## src/rtl/core/aging_priority_task_buffer_macros.svh

```systemverilog
// Assertion macros used by the task buffer back end.
// Every macro expects signals named clk and arst_n in the using scope.
`ifndef AGING_PRIORITY_TASK_BUFFER_MACROS_SVH
`define AGING_PRIORITY_TASK_BUFFER_MACROS_SVH

// Same-cycle implication, checked at each clock edge outside reset.
`define APT_ASSERT_NOW(label, ante, cons, msg) \
	label: assert property (@(posedge clk) disable iff (!arst_n) (ante) |-> (cons)) \
		else $error(msg);

// Next-cycle implication, checked at each clock edge outside reset.
`define APT_ASSERT_NEXT(label, ante, cons, msg) \
	label: assert property (@(posedge clk) disable iff (!arst_n) (ante) |=> (cons)) \
		else $error(msg);

`endif

```

## src/rtl/core/apt_pkg.sv

```systemverilog
// Types and constants of the aging priority task buffer.
// No dependencies; imported by every module, but not by the interfaces or the macro header.
package apt_pkg;
	localparam int DEPTH_DEF      = 20;
	localparam int ACCEPT_MAX_DEF = 10;
	localparam int RES_LIMIT      = 20;
	localparam logic [3:0] AGE_MAX = 4'd15;
	localparam logic [3:0] THR_RST = 4'd3;

	localparam logic CFG_AGE_THRESHOLD = 1'b0;
	localparam logic CFG_SMALL_FIRST   = 1'b1;

	localparam logic REQ_INSERT   = 1'b0;
	localparam logic REQ_DISPATCH = 1'b1;

	typedef struct packed {
		logic        dispatch;
		logic [31:0] weight;
		logic [4:0]  cnt;
	} apt_item_t;

	typedef struct packed {
		logic [3:0] age_threshold;
		logic       small_first;
	} apt_cfg_t;

	typedef enum logic [1:0] {
		B_IDLE,
		B_SCAN,
		B_PICK
	} apt_bstate_t;
endpackage

```

## src/rtl/core/apt_req_if.sv

```systemverilog
// Request channel: valid/ready handshake with the input word fields.
// Depends on nothing.
interface apt_req_if;
	logic        valid;
	logic        ready;
	logic        req_type;
	logic [31:0] weight;
	logic [4:0]  ready_count;

	modport source (output valid, req_type, weight, ready_count, input ready);
	modport sink (input valid, req_type, weight, ready_count, output ready);
endinterface

```

## src/rtl/core/apt_res_if.sv

```systemverilog
// Result channel: valid/ready handshake with the result word fields.
// Depends on nothing.
interface apt_res_if;
	logic        valid;
	logic        ready;
	logic        has_task;
	logic [31:0] out_weight;
	logic        last;
	logic [3:0]  free_slots;
	logic [3:0]  drop_count;
	logic        insert_dropped;

	modport source (output valid, has_task, out_weight, last, free_slots, drop_count,
		insert_dropped, input ready);
	modport sink (input valid, has_task, out_weight, last, free_slots, drop_count,
		insert_dropped, output ready);
endinterface

```

## src/rtl/core/apt_front.sv

```systemverilog
// Front end: accepts request words, classifies them and clips the dispatch count.
// Depends on apt_pkg and apt_req_if.
module apt_front import apt_pkg::*; (
	input  logic       clk,
	input  logic       arst_n,
	apt_req_if.sink    req,
	output logic       push,
	output apt_item_t  item,
	input  logic       full
);
	logic      v_s1;
	apt_item_t item_s1;

	assign req.ready = !v_s1 || !full;
	assign push      = v_s1 && !full;
	assign item      = item_s1;

	always_ff @(posedge clk or negedge arst_n) begin
		if (!arst_n) begin
			v_s1 <= 1'b0;
		end else if (req.ready) begin
			v_s1 <= req.valid;
		end
	end

	always_ff @(posedge clk) begin
		if (req.ready && req.valid) begin
			item_s1.dispatch <= (req.req_type == REQ_DISPATCH);
			item_s1.weight   <= req.weight;
			item_s1.cnt      <= (req.ready_count > 5'(RES_LIMIT)) ? 5'(RES_LIMIT)
				: req.ready_count;
		end
	end
endmodule

```

## src/rtl/core/apt_fifo.sv

```systemverilog
// Two-entry queue of classified requests between the front and back ends.
// Depends on apt_pkg.
module apt_fifo import apt_pkg::*; (
	input  logic      clk,
	input  logic      arst_n,
	input  logic      push,
	input  apt_item_t din,
	output logic      full,
	input  logic      pop,
	output apt_item_t dout,
	output logic      empty
);
	apt_item_t  mem_q [2];
	logic       wp_q, rp_q;
	logic [1:0] cnt_q;

	assign full  = (cnt_q == 2'd2);
	assign empty = (cnt_q == 2'd0);
	assign dout  = mem_q[rp_q];

	always_ff @(posedge clk or negedge arst_n) begin
		if (!arst_n) begin
			wp_q  <= 1'b0;
			rp_q  <= 1'b0;
			cnt_q <= 2'd0;
		end else begin
			if (push) wp_q <= !wp_q;
			if (pop)  rp_q <= !rp_q;
			cnt_q <= cnt_q + 2'(push) - 2'(pop);
		end
	end

	always_ff @(posedge clk) begin
		if (push) mem_q[wp_q] <= din;
	end
endmodule

```

## src/rtl/core/apt_back.sv

```systemverilog
// Back end: task slots, selection scan, removal, aging and the result register.
// Depends on apt_pkg, apt_res_if and the assertion macro header.
`include "aging_priority_task_buffer_macros.svh"
module apt_back import apt_pkg::*; #(
	parameter int DEPTH      = DEPTH_DEF,
	parameter int ACCEPT_MAX = ACCEPT_MAX_DEF
) (
	input  logic      clk,
	input  logic      arst_n,
	input  apt_cfg_t  cfg,
	input  apt_item_t item,
	input  logic      empty,
	output logic      pop,
	apt_res_if.source res
);
	localparam int OW = $clog2(DEPTH + 1);
	localparam int IW = $clog2(DEPTH);
	localparam int NW = (OW > 5) ? OW : 5;

	logic [31:0] w_q [DEPTH];
	logic [3:0]  a_q [DEPTH];
	logic [OW-1:0] occ_q, occ_fin_q;
	logic [NW-1:0] rem_q;
	logic [IW-1:0] idx_q, bidx_q;
	logic [31:0]   bw_q;
	logic [3:0]    ba_q;
	apt_bstate_t   st_q, st_d;

	logic        ov_q, o_has_q, o_last_q, o_drop_q;
	logic [31:0] o_w_q;
	logic [3:0]  o_fs_q, o_dc_q;

	logic          can_load, cand_first;
	logic [NW-1:0] n_disp;
	logic [OW-1:0] st_occ;
	logic [3:0]    st_fs, st_dc;
	int            empty_slots;

	assign can_load = !ov_q || res.ready;
	assign n_disp = (NW'(item.cnt) < NW'(occ_q)) ? NW'(item.cnt) : NW'(occ_q);

	// The candidate wins on age class first, then on weight; a tie keeps the earlier slot.
	always_comb begin
		logic ca, ba;
		ca = (a_q[idx_q] >= cfg.age_threshold);
		ba = (ba_q >= cfg.age_threshold);
		if (idx_q == '0) cand_first = 1'b1;
		else if (ca != ba) cand_first = ca;
		else if (cfg.small_first) cand_first = w_q[idx_q] < bw_q;
		else cand_first = w_q[idx_q] > bw_q;
	end

	// Status is reported for the occupancy after the whole request.
	always_comb begin
		if (st_q == B_IDLE) begin
			if (item.dispatch) st_occ = occ_q;
			else st_occ = (occ_q < OW'(DEPTH)) ? occ_q + OW'(1) : occ_q;
		end else begin
			st_occ = occ_fin_q;
		end
		empty_slots = DEPTH - int'(st_occ);
		if (empty_slots < ACCEPT_MAX) begin
			st_fs = 4'(empty_slots);
			st_dc = 4'(ACCEPT_MAX - empty_slots);
		end else begin
			st_fs = 4'(ACCEPT_MAX);
			st_dc = 4'd0;
		end
	end

	always_comb begin
		st_d = st_q;
		case (st_q)
			B_IDLE: if (!empty && can_load && item.dispatch && n_disp != '0) st_d = B_SCAN;
			else if (!empty && item.dispatch && n_disp != '0) st_d = B_SCAN;
			B_SCAN: if (OW'(idx_q) + OW'(1) >= occ_q) st_d = B_PICK;
			B_PICK: if (can_load) st_d = (rem_q == NW'(1)) ? B_IDLE : B_SCAN;
			default: st_d = B_IDLE;
		endcase
	end

	always_comb begin
		pop = 1'b0;
		case (st_q)
			B_IDLE: pop = !empty && (can_load || (item.dispatch && n_disp != '0));
			default: pop = 1'b0;
		endcase
	end

	always_ff @(posedge clk or negedge arst_n) begin
		if (!arst_n) begin
			st_q  <= B_IDLE;
			occ_q <= '0;
			ov_q  <= 1'b0;
		end else begin
			st_q <= st_d;
			if (res.ready) ov_q <= 1'b0;
			if (st_q == B_IDLE && pop) begin
				if (!item.dispatch) begin
					if (occ_q < OW'(DEPTH)) occ_q <= occ_q + OW'(1);
					ov_q <= 1'b1;
				end else if (n_disp == '0) begin
					ov_q <= 1'b1;
				end
			end
			if (st_q == B_PICK && can_load) begin
				occ_q <= occ_q - OW'(1);
				ov_q  <= 1'b1;
			end
		end
	end

	always_ff @(posedge clk) begin
		case (st_q)
			B_IDLE: if (pop) begin
				// A dispatch with tasks may start while an older word still waits.
				if (!item.dispatch || n_disp == '0) begin
					o_has_q  <= 1'b0;
					o_w_q    <= '0;
					o_last_q <= 1'b1;
					o_fs_q   <= st_fs;
					o_dc_q   <= st_dc;
					o_drop_q <= !item.dispatch && (occ_q >= OW'(DEPTH));
				end
				idx_q     <= '0;
				rem_q     <= n_disp;
				occ_fin_q <= occ_q - OW'(n_disp);
				if (!item.dispatch) begin
					if (occ_q < OW'(DEPTH)) begin
						w_q[IW'(occ_q)] <= item.weight;
						a_q[IW'(occ_q)] <= '0;
					end
				end else if (n_disp == '0) begin
					for (int i = 0; i < DEPTH; i++)
						if (a_q[i] != AGE_MAX) a_q[i] <= a_q[i] + 4'd1;
				end
			end
			B_SCAN: begin
				if (cand_first) begin
					bw_q   <= w_q[idx_q];
					ba_q   <= a_q[idx_q];
					bidx_q <= idx_q;
				end
				idx_q <= idx_q + IW'(1);
			end
			B_PICK: if (can_load) begin
				o_has_q  <= 1'b1;
				o_w_q    <= bw_q;
				o_last_q <= (rem_q == NW'(1));
				o_fs_q   <= st_fs;
				o_dc_q   <= st_dc;
				o_drop_q <= 1'b0;
				rem_q    <= rem_q - NW'(1);
				idx_q    <= '0;
				// Close the gap left by the picked slot; the final pick also ages the rest.
				for (int i = 0; i < DEPTH; i++) begin
					logic [31:0] nw;
					logic [3:0]  na;
					if (i >= int'(bidx_q) && i < DEPTH - 1) begin
						nw = w_q[i+1];
						na = a_q[i+1];
					end else begin
						nw = w_q[i];
						na = a_q[i];
					end
					w_q[i] <= nw;
					if (rem_q == NW'(1) && na != AGE_MAX) a_q[i] <= na + 4'd1;
					else a_q[i] <= na;
				end
			end
			default: ;
		endcase
	end

	assign res.valid          = ov_q;
	assign res.has_task       = o_has_q;
	assign res.out_weight     = o_w_q;
	assign res.last           = o_last_q;
	assign res.free_slots     = o_fs_q;
	assign res.drop_count     = o_dc_q;
	assign res.insert_dropped = o_drop_q;

	`APT_ASSERT_NOW(a_occ_range, 1'b1, occ_q <= OW'(DEPTH), "occupancy above depth")
	`APT_ASSERT_NOW(a_pick_idx, st_q == B_PICK, OW'(bidx_q) < occ_q, "picked slot not valid")
	`APT_ASSERT_NOW(a_empty_last, ov_q && !o_has_q, o_last_q, "empty result without last")
	`APT_ASSERT_NEXT(a_pick_done, st_q == B_PICK && can_load && rem_q == NW'(1),
		st_q == B_IDLE, "dispatch did not finish")
endmodule

```

## src/rtl/core/aging_priority_task_buffer.sv

```systemverilog
// Aging priority task buffer: an insert or empty dispatch passes the front stage, the queue
// and the result register; inserts can be taken one word per cycle while no dispatch runs
// and the result channel is ready. Each dispatched word takes a scan over every occupied
// slot, then the pick, which waits while the result register holds a word not yet taken.
// The front stage and two-entry queue take up to three more words while a dispatch runs.
// Reset clears occupancy, queue and result valid; threshold 3, smallest first.
module aging_priority_task_buffer import apt_pkg::*; #(
	parameter int DEPTH      = DEPTH_DEF,
	parameter int ACCEPT_MAX = ACCEPT_MAX_DEF
) (
	input  logic       clk,
	input  logic       arst_n,
	input  logic       cfg_we,
	input  logic       cfg_idx,
	input  logic [3:0] cfg_data,
	apt_req_if.sink    req,
	apt_res_if.source  res
);
	apt_cfg_t  cfg_q;
	apt_item_t f_item, q_item;
	logic      f_push, q_full, q_empty, q_pop;

	always_ff @(posedge clk or negedge arst_n) begin
		if (!arst_n) begin
			cfg_q.age_threshold <= THR_RST;
			cfg_q.small_first   <= 1'b1;
		end else if (cfg_we) begin
			case (cfg_idx)
				CFG_AGE_THRESHOLD: cfg_q.age_threshold <= cfg_data;
				CFG_SMALL_FIRST:   cfg_q.small_first   <= cfg_data[0];
				default: ;
			endcase
		end
	end

	apt_front u_front (
		.clk(clk), .arst_n(arst_n), .req(req),
		.push(f_push), .item(f_item), .full(q_full)
	);

	apt_fifo u_fifo (
		.clk(clk), .arst_n(arst_n), .push(f_push), .din(f_item), .full(q_full),
		.pop(q_pop), .dout(q_item), .empty(q_empty)
	);

	apt_back #(.DEPTH(DEPTH), .ACCEPT_MAX(ACCEPT_MAX)) u_back (
		.clk(clk), .arst_n(arst_n), .cfg(cfg_q), .item(q_item),
		.empty(q_empty), .pop(q_pop), .res(res)
	);
endmodule

```

## src/flat_wrapper.sv

```systemverilog
// flat-port wrapper written by rule: the top's interface ports become plain ports
module aging_priority_task_buffer_flat import apt_pkg::*;
#(
	parameter int DEPTH      = DEPTH_DEF,
	parameter int ACCEPT_MAX = ACCEPT_MAX_DEF
)
  (clk, arst_n, cfg_we, cfg_idx, cfg_data, req_valid, req_req_type, req_weight, req_ready_count, req_ready, res_valid, res_has_task, res_out_weight, res_last, res_free_slots, res_drop_count, res_insert_dropped, res_ready);
  apt_req_if req_i ();
  apt_res_if res_i ();
  input  logic clk;
  input  logic arst_n;
  input  logic cfg_we;
  input  logic cfg_idx;
  input  logic [3:0] cfg_data;
  input wire logic [$bits(req_i.valid)-1:0] req_valid;
  input wire logic [$bits(req_i.req_type)-1:0] req_req_type;
  input wire logic [$bits(req_i.weight)-1:0] req_weight;
  input wire logic [$bits(req_i.ready_count)-1:0] req_ready_count;
  output wire logic [$bits(req_i.ready)-1:0] req_ready;
  output wire logic [$bits(res_i.valid)-1:0] res_valid;
  output wire logic [$bits(res_i.has_task)-1:0] res_has_task;
  output wire logic [$bits(res_i.out_weight)-1:0] res_out_weight;
  output wire logic [$bits(res_i.last)-1:0] res_last;
  output wire logic [$bits(res_i.free_slots)-1:0] res_free_slots;
  output wire logic [$bits(res_i.drop_count)-1:0] res_drop_count;
  output wire logic [$bits(res_i.insert_dropped)-1:0] res_insert_dropped;
  input wire logic [$bits(res_i.ready)-1:0] res_ready;
  assign req_i.valid = req_valid;
  assign req_i.req_type = req_req_type;
  assign req_i.weight = req_weight;
  assign req_i.ready_count = req_ready_count;
  assign req_ready = req_i.ready;
  assign res_valid = res_i.valid;
  assign res_has_task = res_i.has_task;
  assign res_out_weight = res_i.out_weight;
  assign res_last = res_i.last;
  assign res_free_slots = res_i.free_slots;
  assign res_drop_count = res_i.drop_count;
  assign res_insert_dropped = res_i.insert_dropped;
  assign res_i.ready = res_ready;
  aging_priority_task_buffer #(.DEPTH(DEPTH), .ACCEPT_MAX(ACCEPT_MAX)) u_core (.clk(clk), .arst_n(arst_n), .cfg_we(cfg_we), .cfg_idx(cfg_idx), .cfg_data(cfg_data), .req(req_i), .res(res_i));
endmodule
```

## config.mk

```make
export PLATFORM = sky130hd
export DESIGN_NAME = aging_priority_task_buffer_flat
export DESIGN_NICKNAME = d
export VERILOG_FILES = /design/src/rtl/core/apt_pkg.sv /design/src/rtl/core/apt_req_if.sv /design/src/rtl/core/apt_res_if.sv /design/src/rtl/core/apt_front.sv /design/src/rtl/core/apt_fifo.sv /design/src/rtl/core/apt_back.sv /design/src/rtl/core/aging_priority_task_buffer.sv /design/src/flat_wrapper.sv
export VERILOG_INCLUDE_DIRS = /design/src /design/src/rtl/core
export SDC_FILE = /design/constraint.sdc
export NUM_CORES = 2
export LEC_CHECK = 0
export BUFFER_PORTS_ARGS = -buffer_cell sky130_fd_sc_hd__buf_2
export CAP_MARGIN = 5
export CORE_AREA = 3 3 550 388
export DETAILED_ROUTE_END_ITERATION = 10
export DIE_AREA = 0 0 553 391
export SLEW_MARGIN = 20
export SYNTH_ARGS = -nofsm -noshare
export SYNTH_HDL_FRONTEND = slang
export SYNTH_SLANG_ARGS = --single-unit
export TNS_END_PERCENT = 20
```

## constraint.sdc

```tcl
create_clock -name clk -period 11.9 [get_ports clk]
set_input_delay 2.38 -clock clk [delete_from_list [all_inputs] [get_ports clk]]
set_output_delay 2.38 -clock clk [all_outputs]
set_load 0.05 [all_outputs]
```

==> results.md <==
* Outcome: complete, no violations
* EDFF count, synth at ~1300
* Cts repair resizes at 0
* Starting Density at 30.0%
* Synth-to-Final Area Change at 14.8%
* Routed Wire Length at between 150000 and 200000 um
* Reg power frac at 40.5%
* Synth warn at 0
* Max Fclk at roughly 160 MHz
* Slew margin rel. at approximately 22%
* Synthesized area per cell at around 16 um2
* Drt first pass iters at 5
* RR Endpoint: u_core.u_back.bw_q[28]
* CP Launch Type: flip-flop
* Count of final setup violators at 0
* Worst EP arrival at 6.58 ns
* Async set-reset flop share out of synthesis at around 1.3%
* CTS clk-pin slew, worst paths at roughly 0.060 ns
* Crit path max fanout at 62
* Number of global-route vias before repair at approximately 35000
* First-pass GRT wire length at between 200000 and 250000 um
* Combinational power share at approximately two fifths
* DR iter-0 viols at between 4000 and 5000
* CTS H-Tree Depth at 4
* Remaining DRCs at 0
* Critical Path End Type: flip-flop
* Switching Share at between 30% and 40%
* Vias at between 30000 and 40000
* Min cycle time layout at around 6.2 ns
* Die Height at 391 um
* Commonest non-fill, non-tap cell in the layout: edfxtp_1
* Finished Layout Cells at between 7000 and 8000
* Top cells by area, synth: edfxtp_1 63%, mux4_2 12%, o21a_1 7.0%, ha_1 2.1%, mux2i_1 1.7%
* Placed inst area at approximately 67000 um2
* Netlist cell types at 85
* P_int at between 10000 and 15000 uW
* CTS Hold Bufs at 0
* Core ar. at about 210000 um2
* Max cap viols at 0
* Primary FF master, synth: edfxtp_1
* Fraction of layout cells with a size suffix above 1 at 18.4%
* Longest Clk Path Bufs at 3
* Largest net degree at the start of global routing at approximately 160
* PwrDens at 273 nW/um2
* Final design area excluding fillers at between 70000 and 80000 um2
* Largest area contributor in the netlist: edfxtp_1
* Postcts setup bufs at 0
* Most frequent cells in the layout: 1316 x edfxtp_1, 582 x o21a_1, 384 x conb_1
* Num CTS Buffers at approximately 130
* Placed insts at ~6900
* Vias/cell at between 5 and 6
* Fin. max-slew vios at 0
* Fin crit share at a little over half
* Final Wtd Congestion at slightly above 0.8
* CP Class: reg -> reg
* Hold Vio Cnt, Final at 0
* Yosys reg bits at 1339
* Fin Setup TNS at 0 ns
* Total power at a little under 20000 uW
* Worst setup endpoint: u_core.u_back.bw_q[28]
* Clock latency at the later pin of the worst-skew pair at 0.76 ns
* Post-Route Skew at between 0.03 and 0.04 ns
* Port Buffers at between 90 and 100
* Post-DRT Antenna Nets at 0
* Top-Level Pins at 93
* Clk pwr share at a little over a fifth
* Clock Sinks at 1339
* Initial antenna violation count at 7
* Dpl hpwl at around 94000 um
* R2R depth at 14
* Synth top area share at a little over three fifths
* Worst-Margin Slew at roughly 1.2 ns
* Maximum vdd drop at 0.000162 V
* DIE AREA at about 220000 um2
* HP Class: reg -> reg
* Mapped Area at 62400 um2
* RSZ-0062 raised after global routing: false
* WL per Instance at approximately 22 um
* Final core occ at about a third
* GR Util All Layers at ~15%
* Syn Inst Count at between 3000 and 4000
* Critical Path RT at 12.29 ns
* Total gr overflow at 0
* FP Rows at 140
* Post-layout nets at approximately 4400
* CTS tree: built
* Reg2Reg Setup Slack at about 5.7 ns
* CTS root buffer: clkbuf_16
* Leak at 0.0238 uW
* Die Width at about 550 um
* Part of the Yosys area used for sequential elements at around 64%
* NetSw at 6970 uW
[worst min-delay path by stage]
| stage | cells past startpoint | end | from |
|---|---|---|---|
| after floorplan | 0 | u_core.u_fifo.mem_q[0][0] | u_core.u_front.item[0] |
| after global placement | 0 | u_core.u_fifo.mem_q[0][20] | u_core.u_front.item[20] |
| after detailed placement | 0 | u_core.u_fifo.mem_q[0][33] | u_core.u_front.item[33] |
| after CTS | 0 | u_core.u_fifo.mem_q[0][37] | u_core.u_front.item[37] |
| after global routing | 0 | u_core.u_fifo.mem_q[1][24] | u_core.u_front.item[24] |
| final | 0 | u_core.u_fifo.mem_q[0][37] | u_core.u_front.item[37] |
[power groups by stage]
stage                     clock network [uW]  logic (uW)  registers (uW)
final                                   4110        7550            7920
after global routing                    4410        8250            8040
after CTS                               4220        7580            7920
after detailed placement                   0        7540            8010
after global placement                     0        7380            7990
after floorplan                            0        5420            7790
[cell usage after synthesis (4+ instances only)]
cell type  instances
nand4_1           14
or3_1             13
o21ai_1           13
clkbuf_1         208
o211ai_1          16
nor2b_1           14
or2_2              4
mux2i_1          105
dfrtp_1           15
xnor2_1           71
buf_1             14
nor2_1           102
nor4_1             5
mux2_2            71
a31oi_1           26
ha_1             104
nand3_1           43
o32ai_1            4
and3_1             5
dfxtp_1            5
a22o_1             9
nand2b_1           9
edfxtp_1        1316
mux4_2           340
buf_4              5
a21oi_1          102
o21ai_0           66
xor2_1            19
nor3_1            21
o21a_1           582
nand2_1          174
a211oi_1           8
o22ai_1           58
inv_1            125
and2_1            53
buf_2             39
a21o_1            27
o2bb2ai_1         10
[area by class of cell]
type / instances / area, um2
clock inverters: 75 / 672
diodes: 2 / 5.00
repair buffers: 153 / 993
inverters: 126 / 473
fillers: 19900 / 136000
multi-input cells: 2538 / 22500
clock buffers: 158 / 3440
flip-flops and latches: 1339 / 40100
well taps: 2769 / 3460
[sequential cells by signal (all words and copies together) (netlist names), 2 cells and up, named ones only]
register                      count
u_core.u_back.w_q              1024
u_core.u_back.a_q                80
u_core.u_fifo.mem_q              76
u_core.u_front.item              38
u_core.u_back.bw_q               32
u_core.u_back.res.out_weight     32
u_core.cfg_q                      5
u_core.u_back.bidx_q              5
u_core.u_back.idx_q               5
u_core.u_back.occ_fin_q           5
u_core.u_back.occ_q               5
u_core.u_back.rem_q               5
u_core.u_back.ba_q                4
u_core.u_back.res.drop_count      4
u_core.u_back.res.free_slots      3
u_core.u_back.st_q                2
u_core.u_fifo.cnt_q               2
[critical path, stage by stage (launching register included)]
cell      delay, ns
dfxtp_4        0.77
buf_12         0.51
buf_4          0.85
mux4_2         0.61
mux4_2         0.48
mux2_2         0.35
ha_1           0.34
a21o_1         0.17
a21o_1         0.17
a221oi_1       0.28
o211a_1        0.21
o211ai_1       0.11
xnor2_1        0.17
o41ai_2        0.25
buf_4          0.43
[per-stage QoR]
stage / setup WS, ns / hold WS [ns]
2_1_floorplan: 3.55 / 0.421
3_3_place_gp: 5.59 / 0.425
3_5_place_dp: 5.62 / 0.435
4_1_cts: 5.59 / 0.445
5_1_grt: 5.20 / 0.464
6_report: 5.71 / 0.434
[per-layer routing]
layer	global-route usage, %	vias up	routed length (um)
li1	-	15900	-
met1	21.7	18600	73500
met2	20.9	1425	68000
met3	3.62	209	14200
met4	3.96	2	3560
met5	0	-	13
[kinds of logic after synthesis]
kind of cell / count (synthesis) / share of synthesized area (%)
AOI/OAI and AO/OA: 964 / 11.0
buffers and inverters: 394 / 2.50
other: 1 / 0.00601
muxes: 518 / 15.3
DFF: 1339 / 64.2
adders and majority gates: 105 / 2.12
and+or+nand+nor: 477 / 3.65
xor gates and xnor gates: 90 / 1.26
Power figures use the tool's default switching activity.
